<file path="src/rtl/pei_pkg.sv">
`timescale 1ns / 1ps
`default_nettype none

package pei_pkg;

	localparam int unsigned VEC_W   = 32;
	localparam int unsigned OP_W    = 2;
	localparam int unsigned AXIS_W  = 2;
	localparam int unsigned NUM_AX  = 3;
	localparam int unsigned PROD_W  = 64;
	localparam int unsigned FRAC_W  = 16;
	localparam int unsigned CFG_W   = 32;
	localparam int unsigned CFGA_W  = 2;
	localparam int unsigned S_DATA_W = 96;
	localparam int unsigned M_DATA_W = 192;
	localparam int unsigned USER_W  = 2;

	// Operation codes carried on the slave-side tuser.
	localparam logic [OP_W-1:0] OP_ADD_FORCE = 2'd0;
	localparam logic [OP_W-1:0] OP_STEP      = 2'd1;
	localparam logic [OP_W-1:0] OP_LOAD_POS  = 2'd2;
	localparam logic [OP_W-1:0] OP_LOAD_VEL  = 2'd3;

	// Configuration register indexes.
	localparam logic [CFGA_W-1:0] CFG_TIME_STEP = 2'd0;
	localparam logic [CFGA_W-1:0] CFG_DAMPING   = 2'd1;
	localparam logic [CFGA_W-1:0] CFG_INV_MASS  = 2'd2;
	localparam logic [CFGA_W-1:0] CFG_LIFETIME  = 2'd3;

	// Multiply phases of one integration step.
	localparam logic [1:0] PH_ACCEL = 2'd0;  // force * inverse mass
	localparam logic [1:0] PH_KICK  = 2'd1;  // velocity += accel * dt
	localparam logic [1:0] PH_DAMP  = 2'd2;  // velocity *= damping
	localparam logic [1:0] PH_DRIFT = 2'd3;  // position += velocity * dt

	localparam logic [15:0] RST_TIME_STEP = 16'd1092;
	localparam logic [16:0] RST_DAMPING   = 17'd65536;
	localparam logic [31:0] RST_INV_MASS  = 32'd65536;
	localparam logic [30:0] RST_LIFETIME  = 31'd6553600;

	typedef struct packed {
		logic              apply_op;  // apply the accepted item's simple update
		logic              issue;     // start one multiply in the shared pipeline
		logic [1:0]        phase;
		logic [AXIS_W-1:0] axis;
		logic              finish;    // close a step: life, flag, force clear
		logic              load_out;  // capture the state into the output register
	} pei_cmd_t;

	typedef struct packed {
		logic alive;
	} pei_sts_t;

	function automatic logic signed [31:0] sat_add32(input logic signed [31:0] a,
		input logic signed [31:0] b);
		logic signed [32:0] s;
		s = {a[31], a} + {b[31], b};
		if (s[32] != s[31])
			sat_add32 = s[32] ? 32'sh80000000 : 32'sh7fffffff;
		else
			sat_add32 = s[31:0];
	endfunction

	// Round the magnitude product to nearest (ties away from zero), apply the
	// sign and saturate to the signed 32-bit range.
	function automatic logic signed [31:0] qround(input logic [PROD_W-1:0] prod,
		input logic neg);
		logic [PROD_W-1:0] r;
		logic              big;
		r   = (prod + 64'd32768) >> FRAC_W;
		big = |r[47:31];
		if (neg)
			qround = big ? 32'sh80000000 : -$signed(r[31:0]);
		else
			qround = big ? 32'sh7fffffff : $signed(r[31:0]);
	endfunction

endpackage

`default_nettype wire

</file>
<file path="src/rtl/particle_euler_integrator.sv">
`timescale 1ns / 1ps
`default_nettype none

// Single-particle integrator in signed Q16.16. Each transfer on the slave side is
// one operation chosen by s_tuser: add a force, take one semi-implicit Euler step,
// load a position (which revives the particle, restarts its life from the
// lifetime register and clears the force) or load a velocity. Every operation
// yields exactly one result transfer carrying the position, velocity, alive flag
// and grounded flag after the operation. Add force, load and a step while dead
// go straight to the output register once applied; a step while alive first
// runs the twelve products that share one pipelined multiplier (three stages,
// the three axes interleaved, four dependent phases) and then closes the step.
// One item is in flight at a time; the output register holds a finished result
// until it is taken, and a new item is accepted while it waits. Products round
// to nearest with ties away from zero and every product and sum saturates.
// Configuration registers are written through cfg_we, cfg_addr and cfg_wdata
// and should only be written while the block is idle.

module particle_euler_integrator import pei_pkg::*; (
	input  wire logic                clk,
	input  wire logic                arst_n,
	input  wire logic                cfg_we,
	input  wire logic [CFGA_W-1:0]   cfg_addr,   // 0 time_step, 1 damping_per_step,
	                                             // 2 inverse_mass, 3 lifetime
	input  wire logic [CFG_W-1:0]    cfg_wdata,
	input  wire logic                s_tvalid,
	output logic                     s_tready,
	input  wire logic [S_DATA_W-1:0] s_tdata,    // vec_x, vec_y, vec_z
	input  wire logic [USER_W-1:0]   s_tuser,    // op
	output logic                     m_tvalid,
	input  wire logic                m_tready,
	output logic [M_DATA_W-1:0]      m_tdata,    // pos_x, pos_y, pos_z, vel_x, vel_y, vel_z
	output logic [USER_W-1:0]        m_tuser     // alive, grounded
);

	pei_cmd_t cmd;
	pei_sts_t sts;

	// The controller sequences the step; the datapath holds all particle state,
	// the configuration registers, the shared multiplier and the output register.
	pei_ctrl u_ctrl (
		.clk      (clk),
		.arst_n   (arst_n),
		.s_tvalid (s_tvalid),
		.s_tready (s_tready),
		.s_op     (s_tuser),
		.m_tready (m_tready),
		.m_tvalid (m_tvalid),
		.sts      (sts),
		.cmd      (cmd)
	);

	pei_dp u_dp (
		.clk       (clk),
		.arst_n    (arst_n),
		.cfg_we    (cfg_we),
		.cfg_addr  (cfg_addr),
		.cfg_wdata (cfg_wdata),
		.s_op      (s_tuser),
		.s_tdata   (s_tdata),
		.cmd       (cmd),
		.sts       (sts),
		.m_tdata   (m_tdata),
		.m_tuser   (m_tuser)
	);

endmodule

`default_nettype wire

</file>
<file path="src/rtl/pei_ctrl.sv">
`timescale 1ns / 1ps
`default_nettype none

module pei_ctrl import pei_pkg::*; (
	input  wire logic            clk,
	input  wire logic            arst_n,
	input  wire logic            s_tvalid,
	output logic                 s_tready,
	input  wire logic [OP_W-1:0] s_op,
	input  wire logic            m_tready,
	output logic                 m_tvalid,
	input  wire pei_sts_t        sts,
	output pei_cmd_t             cmd
);

	localparam logic [1:0] ST_IDLE   = 2'd0;
	localparam logic [1:0] ST_STEP   = 2'd1;
	localparam logic [1:0] ST_FINISH = 2'd2;
	localparam logic [1:0] ST_DONE   = 2'd3;

	// Last multiply issues at count 14; its write-back lands at the end of count 17.
	localparam logic [4:0] LAST_CNT = 5'd17;

	logic [1:0] state_q, state_nx;
	logic [4:0] cnt_q;
	logic       out_valid_q;
	logic       accept;

	assign s_tready = (state_q == ST_IDLE);
	assign accept   = s_tvalid && s_tready;
	assign m_tvalid = out_valid_q;

	always_comb begin
		cmd          = '0;
		state_nx     = state_q;
		cmd.phase    = cnt_q[3:2];
		cmd.axis     = cnt_q[1:0];
		case (state_q)
			ST_IDLE: begin
				if (accept) begin
					cmd.apply_op = 1'b1;
					if (s_op == OP_STEP && sts.alive)
						state_nx = ST_STEP;
					else
						state_nx = ST_DONE;
				end
			end
			ST_STEP: begin
				cmd.issue = !cnt_q[4] && (cnt_q[1:0] != 2'd3);
				if (cnt_q == LAST_CNT)
					state_nx = ST_FINISH;
			end
			ST_FINISH: begin
				cmd.finish = 1'b1;
				state_nx   = ST_DONE;
			end
			ST_DONE: begin
				if (!out_valid_q || m_tready) begin
					cmd.load_out = 1'b1;
					state_nx     = ST_IDLE;
				end
			end
			default: state_nx = ST_IDLE;
		endcase
	end

	always_ff @(posedge clk or negedge arst_n) begin
		if (!arst_n) begin
			state_q     <= ST_IDLE;
			cnt_q       <= '0;
			out_valid_q <= 1'b0;
		end else begin
			state_q <= state_nx;
			if (state_q == ST_STEP)
				cnt_q <= cnt_q + 5'd1;
			else
				cnt_q <= '0;
			if (cmd.load_out)
				out_valid_q <= 1'b1;
			else if (m_tready)
				out_valid_q <= 1'b0;
		end
	end

endmodule

`default_nettype wire

</file>
<file path="src/rtl/pei_dp.sv">
`timescale 1ns / 1ps
`default_nettype none

module pei_dp import pei_pkg::*; (
	input  wire logic                clk,
	input  wire logic                arst_n,
	input  wire logic                cfg_we,
	input  wire logic [CFGA_W-1:0]   cfg_addr,
	input  wire logic [CFG_W-1:0]    cfg_wdata,
	input  wire logic [OP_W-1:0]     s_op,
	input  wire logic [S_DATA_W-1:0] s_tdata,
	input  wire pei_cmd_t            cmd,
	output pei_sts_t                 sts,
	output logic [M_DATA_W-1:0]      m_tdata,
	output logic [USER_W-1:0]        m_tuser
);

	logic [15:0] dt_q;
	logic [16:0] damp_q;
	logic [31:0] imass_q;
	logic [30:0] life_cfg_q;

	logic signed [31:0] pos_q [NUM_AX];
	logic signed [31:0] vel_q [NUM_AX];
	logic signed [31:0] frc_q [NUM_AX];
	logic signed [31:0] vec   [NUM_AX];
	logic signed [31:0] life_q;
	logic               alive_q;

	// Multiply pipeline: operand select, product, round and saturate.
	logic               v_s1, v_s2, v_s3;
	logic [1:0]         ph_s1, ph_s2, ph_s3;
	logic [AXIS_W-1:0]  ax_s1, ax_s2, ax_s3;
	logic [31:0]        mag_s1, mb_s1;
	logic               neg_s1, neg_s2;
	logic signed [31:0] add_s1, add_s2, add_s3;
	logic [PROD_W-1:0]  prod_s2;
	logic signed [31:0] q_s3;

	logic signed [31:0] op_a, op_add;
	logic [31:0]        op_b;
	logic signed [31:0] wb_sum;
	logic signed [32:0] life_diff;
	logic signed [31:0] life_nx;

	assign vec[0] = s_tdata[31:0];
	assign vec[1] = s_tdata[63:32];
	assign vec[2] = s_tdata[95:64];

	assign sts.alive = alive_q;

	always_ff @(posedge clk or negedge arst_n) begin
		if (!arst_n) begin
			dt_q       <= RST_TIME_STEP;
			damp_q     <= RST_DAMPING;
			imass_q    <= RST_INV_MASS;
			life_cfg_q <= RST_LIFETIME;
		end else if (cfg_we) begin
			case (cfg_addr)
				CFG_TIME_STEP: dt_q       <= cfg_wdata[15:0];
				CFG_DAMPING:   damp_q     <= cfg_wdata[16:0];
				CFG_INV_MASS:  imass_q    <= cfg_wdata;
				CFG_LIFETIME:  life_cfg_q <= cfg_wdata[30:0];
				default: ;
			endcase
		end
	end

	always_comb begin
		op_a   = frc_q[cmd.axis];
		op_b   = imass_q;
		op_add = vel_q[cmd.axis];
		case (cmd.phase)
			PH_ACCEL: begin
				op_a = frc_q[cmd.axis];
				op_b = imass_q;
			end
			PH_KICK: begin
				op_a = frc_q[cmd.axis];
				op_b = {16'd0, dt_q};
			end
			PH_DAMP: begin
				op_a = vel_q[cmd.axis];
				op_b = {15'd0, damp_q};
			end
			PH_DRIFT: begin
				op_a   = vel_q[cmd.axis];
				op_b   = {16'd0, dt_q};
				op_add = pos_q[cmd.axis];
			end
			default: ;
		endcase
	end

	always_ff @(posedge clk or negedge arst_n) begin
		if (!arst_n) begin
			v_s1 <= 1'b0;
			v_s2 <= 1'b0;
			v_s3 <= 1'b0;
		end else begin
			v_s1 <= cmd.issue;
			v_s2 <= v_s1;
			v_s3 <= v_s2;
		end
	end

	always_ff @(posedge clk) begin
		ph_s1   <= cmd.phase;
		ax_s1   <= cmd.axis;
		neg_s1  <= op_a[31];
		mag_s1  <= op_a[31] ? 32'(-op_a) : op_a;
		mb_s1   <= op_b;
		add_s1  <= op_add;

		ph_s2   <= ph_s1;
		ax_s2   <= ax_s1;
		neg_s2  <= neg_s1;
		prod_s2 <= {32'd0, mag_s1} * {32'd0, mb_s1};
		add_s2  <= add_s1;

		ph_s3   <= ph_s2;
		ax_s3   <= ax_s2;
		q_s3    <= qround(prod_s2, neg_s2);
		add_s3  <= add_s2;
	end

	assign wb_sum    = sat_add32(add_s3, q_s3);
	assign life_diff = {life_q[31], life_q} - $signed({17'd0, dt_q});
	assign life_nx   = (life_diff[32] != life_diff[31]) ? 32'sh80000000 : life_diff[31:0];

	always_ff @(posedge clk or negedge arst_n) begin
		if (!arst_n) begin
			for (int i = 0; i < NUM_AX; i++) begin
				pos_q[i] <= '0;
				vel_q[i] <= '0;
				frc_q[i] <= '0;
			end
			life_q  <= '0;
			alive_q <= 1'b0;
		end else begin
			if (cmd.apply_op) begin
				case (s_op)
					OP_ADD_FORCE: begin
						for (int i = 0; i < NUM_AX; i++)
							frc_q[i] <= sat_add32(frc_q[i], vec[i]);
					end
					OP_LOAD_POS: begin
						for (int i = 0; i < NUM_AX; i++) begin
							pos_q[i] <= vec[i];
							frc_q[i] <= '0;
						end
						life_q  <= {1'b0, life_cfg_q};
						alive_q <= 1'b1;
					end
					OP_LOAD_VEL: begin
						for (int i = 0; i < NUM_AX; i++)
							vel_q[i] <= vec[i];
					end
					default: ;
				endcase
			end
			if (v_s3) begin
				case (ph_s3)
					PH_ACCEL: frc_q[ax_s3] <= q_s3;
					PH_KICK:  vel_q[ax_s3] <= wb_sum;
					PH_DAMP:  vel_q[ax_s3] <= q_s3;
					PH_DRIFT: pos_q[ax_s3] <= wb_sum;
					default: ;
				endcase
			end
			if (cmd.finish) begin
				for (int i = 0; i < NUM_AX; i++)
					frc_q[i] <= '0;
				life_q  <= life_nx;
				alive_q <= (life_nx > 0);
			end
		end
	end

	always_ff @(posedge clk) begin
		if (cmd.load_out) begin
			m_tdata <= {vel_q[2], vel_q[1], vel_q[0], pos_q[2], pos_q[1], pos_q[0]};
			m_tuser <= {(pos_q[1][31] || (pos_q[1] == 0)), alive_q};
		end
	end

endmodule

`default_nettype wire

</file>
<file path="config.mk">
export PLATFORM = sky130hd
export DESIGN_NAME = particle_euler_integrator
export DESIGN_NICKNAME = d
export VERILOG_FILES = /design/src/rtl/pei_pkg.sv /design/src/rtl/particle_euler_integrator.sv /design/src/rtl/pei_ctrl.sv /design/src/rtl/pei_dp.sv
export SDC_FILE = /design/constraint.sdc
export NUM_CORES = 2
export LEC_CHECK = 0
export BUFFER_PORTS_ARGS = -buffer_cell sky130_fd_sc_hd__buf_2
export CAP_MARGIN = 20
export CELL_PAD_IN_SITES_DETAIL_PLACEMENT = 1
export CELL_PAD_IN_SITES_GLOBAL_PLACEMENT = 2
export CORE_MARGIN = 1.5
export CORE_UTILIZATION = 45
export CTS_BUF_LIST = sky130_fd_sc_hd__clkbuf_16
export CTS_CLUSTER_DIAMETER = 50
export DETAILED_ROUTE_END_ITERATION = 10
export HOLD_SLACK_MARGIN = 0.15
export PLACE_DENSITY_LB_ADDON = 0.1
export SKIP_LAST_GASP = 1
export SYNTH_ARGS = -nofsm -noshare
export SYNTH_HDL_FRONTEND = slang
export SYNTH_SLANG_ARGS = --single-unit
</file>
<file path="constraint.sdc">
create_clock -name clk -period 16 [get_ports clk]
set_input_delay 0.8 -clock clk [delete_from_list [all_inputs] [get_ports clk]]
set_output_delay 0.8 -clock clk [all_outputs]
set_load 0.02 [all_outputs]
</file>
==> metrics.txt <==
Mapped Cells 8165; worst rel slew slack 19.6%; R2R Path End u_dp.prod_s2[55]$_DFF_P_; fin crit period 8.75 ns; core area 172000 um^2; first-pass GRT wire length 443000 um; # DRC 0; Setup TNS 0 ns; nets@finish 9727; drt total wl 293000 um; Post-Synth XOR/XNOR Area 2.98%; top_reg_cell synth dfrtp_1; EDFF count, synth 194; Placed Area 82100 um^2; total die area 177000 um^2; crit end category flop; Total GRT Usage 33.6%; Synth Net Count 9626; Synth area leaders fa_1, dfrtp_1, edfxtp_1; DIE WIDTH 420 um; post-layout worst setup margin 7.25 ns; Max Cap Viol 0; initial core utilization 45.4%; Hold Crit Start cfg_wdata[1]; num ports 333; CTS Sinks 877; worst-path maximum fanout 17; Die Ht 420 um; transition time of the tightest slew-check pin 1.19 ns; Req. time, crit path 16.62 ns; synth unique cells 98; worst r2r path cells 25; min-delay worst type in2reg; Ys Warns 0; Reg2Reg Launch Point u_dp.mag_s1[13]$_DFF_P_; DP Worst Slack 7.26 ns; sequential cell area 21700 um^2; vias per std cell 5.84; number of cell rows 152; drt first pass iters 6; WS Path Type reg2reg; vias in the first global route 67900; Inserted Clock Buffers 114; H-tree depth 3; status complete, no violations; WHS Path Cells 3; share of the synthesized area in the top cell type 23.0%; # fillers 19300; GR Util met3 3.82%; fraction of layout cells with a size suffix above 1 11.4%; largest net degree at the start of global routing 100; largest family of logic cells by synthesized area adder cells; ys async rst share 48.8%; Reg2Reg Setup Slack 7.25 ns; clock skew 0.0511 ns; Seq/Total Area, Yosys 27.7%; CP arrival 9.38 ns; fin crit share 54.7%; later-pin clock latency in the skew report 0.79 ns; Synth area leader fa_1; area delta synth->final 10.0%; flops & latches, synth 877; Worst-path clk slew 0.06 ns; endpoints failing setup 0; Mapped Area 78300 um^2; post-synthesis simple-gate area fraction 14.4%; busiest grt layer met2; CTS tree yes; Post-DRT Antenna Nets 0; # port buffers 332; CP startpoint u_dp.mag_s1[13]$_DFF_P_; Resized cells post-CTS 0; Hold Path End u_dp.dt_q[1]$_DFFE_PN0P_; Adder-Cell Fraction of Synth Area 29.8%; RSZ-0062 raised after global routing no; Startpoint Class flop; Max Freq 0.114 GHz; syn_area_per_cell 9.59 um^2; CTS root buf clkbuf_16; gpl congestion 0.933; initial antenna violation count 13; Final Hold Viols 0; Multi-input gate area 51300 um^2; post-route cell area 86200 um^2; total grt overflow 0; GRT met2 Usage 56.1%; fin. max-slew vios 0; Finished Layout Cells 10700; clock buffer depth 3; met1 Usage GRT 44.2%; via count 62400; Post-DP HPWL 220000 um; DR WL/cell 27.5 um; multiplexer share of the synthesized area 5.70%; DR iter-0 viols 4015; dpl cells 10500; Synth Area in Compound Gates 12.4%
[synthesized netlist by cell type, types with 22 or more instances]
cell type,count
a211oi_1,135
a21o_1,134
a21oi_1,397
a21oi_2,22
a221oi_1,26
a31oi_1,24
and2_1,665
and3_1,48
buf_1,24
buf_2,29
clkbuf_1,412
dfrtp_1,420
dfxtp_1,255
edfxtp_1,194
fa_1,900
ha_1,424
inv_1,949
mux2_2,178
mux2i_1,246
nand2_1,941
nand2b_1,24
nand3_1,95
nand4_1,39
nor2_1,292
nor2b_1,27
nor3_1,56
nor4_1,28
o21ai_0,444
o21bai_1,33
o221ai_1,100
o22ai_1,31
o2bb2ai_1,22
xnor2_1,165
xor2_1,101
[timing repair]
| item | CTS | global route |
|---|---|---|
| hold buffers | 1 | 0 |
| setup buffers | 0 | 0 |
| hold endpoints to repair | 69 | 0 |
[layout make-up]
cell class / instances / share of cell area (%)
diodes: 7 / 0.0203
well taps: 2310 / 3.35
multi-input cells: 5857 / 59.5
inverters: 951 / 4.14
repair buffers: 465 / 3.16
flip-flops and latches: 877 / 25.2
clock inverters: 102 / 1.31
clock buffers: 115 / 3.34
[cell families after synthesis]
family | count (synthesis)
muxes | 424
AOI/OAI and AO/OA | 1540
and+or+nand+nor | 2303
DFF | 877
buffers and inverters | 1431
xor gates and xnor gates | 266
adders and majority gates | 1324
[sequential cells by signal, indices dropped and copies added (netlist names), 16 cells and up]
name and cells:
u_dp.prod_s2 49, u_dp.mag_s1 32, u_dp.add_s1 32, u_dp.m_tdata 192, u_dp.frc_q 96, u_dp.add_s2 32
u_dp.q_s3 32, u_dp.damp_q 17, u_dp.pos_q 96, u_dp.dt_q 16, u_dp.life_cfg_q 31, u_dp.add_s3 32
u_dp.life_q 32, u_dp.imass_q 32, u_dp.mb_s1 32, u_dp.vel_q 96
[placed cells by master, fill, tap and decap left out, types with 16 or more instances in the layout]
cell,Yosys,layout
a211oi_1,135,135
a21o_1,134,134
a21oi_1,397,394
a21oi_2,22,25
a221oi_1,26,26
a31oi_1,24,23
and2_1,665,664
and3_1,48,46
buf_2,29,331
buf_4,5,129
clkbuf_16,0,115
dfrtp_1,420,417
dfxtp_1,255,240
edfxtp_1,194,194
fa_1,900,900
ha_1,424,422
inv_1,949,961
inv_6,0,18
mux2_2,178,178
mux2i_1,246,246
nand2_1,941,941
nand2b_1,24,23
nand3_1,95,93
nand4_1,39,39
nor2_1,292,284
nor2b_1,27,24
nor3_1,56,56
nor4_1,28,28
o211ai_1,18,18
o21a_1,21,21
o21ai_0,444,444
o21ai_1,16,16
o21bai_1,33,33
o221ai_1,100,100
o22ai_1,31,31
o2bb2ai_1,22,22
or3_1,21,20
xnor2_1,165,165
xor2_1,101,101
[routing by layer]
layer / vias up / wire [um] / share of wire, %
li1: 27200 / - / -
met1: 32800 / 125000 / 42
met2: 1750 / 141000 / 48
met3: 531 / 14300 / 4.9
met4: 10 / 13400 / 4.6
met5: - / 58 / 0.020
[critical path, stage by stage, from the launching register on]
cell and delay [ns]:
dfxtp_1 0.67, buf_4 0.34, and2_1 0.20, fa_1 0.47, fa_1 0.47, fa_1 0.56
inv_1 0.05, fa_1 0.49, inv_1 0.06, fa_1 0.48, fa_1 0.52, fa_1 0.49
inv_1 0.06, fa_1 0.50, inv_1 0.05, ha_1 0.35, a21oi_1 0.24, o21ai_0 0.24
a2111o_1 0.47, o211ai_1 0.36, a21oi_1 0.27, o21ai_1 0.43, o21ai_0 0.23, nor2_1 0.27
o21ai_0 0.19, xnor2_1 0.15
[worst max-delay path by stage]
stage | end | slack [ns]
2_1_floorplan | u_dp.prod_s2[51]$_DFF_P_ | 8.89
3_3_place_gp | u_dp.prod_s2[58]$_DFF_P_ | 7.50
3_5_place_dp | u_dp.prod_s2[58]$_DFF_P_ | 7.26
4_1_cts | u_dp.prod_s2[58]$_DFF_P_ | 7.20
5_1_grt | u_dp.prod_s2[55]$_DFF_P_ | 6.87
6_report | u_dp.prod_s2[55]$_DFF_P_ | 7.25
[metrics by stage]
| stage | util, % | hold WS [ns] |
|---|---|---|
| final | 50.0 | 0.299 |
| after floorplan | - | 0.310 |
| after detailed placement | 47.7 | 0.313 |
| after global placement | 47.6 | 0.310 |
| after global routing | 50.0 | 0.320 |
| after CTS | 50.0 | 0.246 |
Power is not shown: default switching activity piles up to over one toggle a cycle in this logic, so the estimate is an artifact.
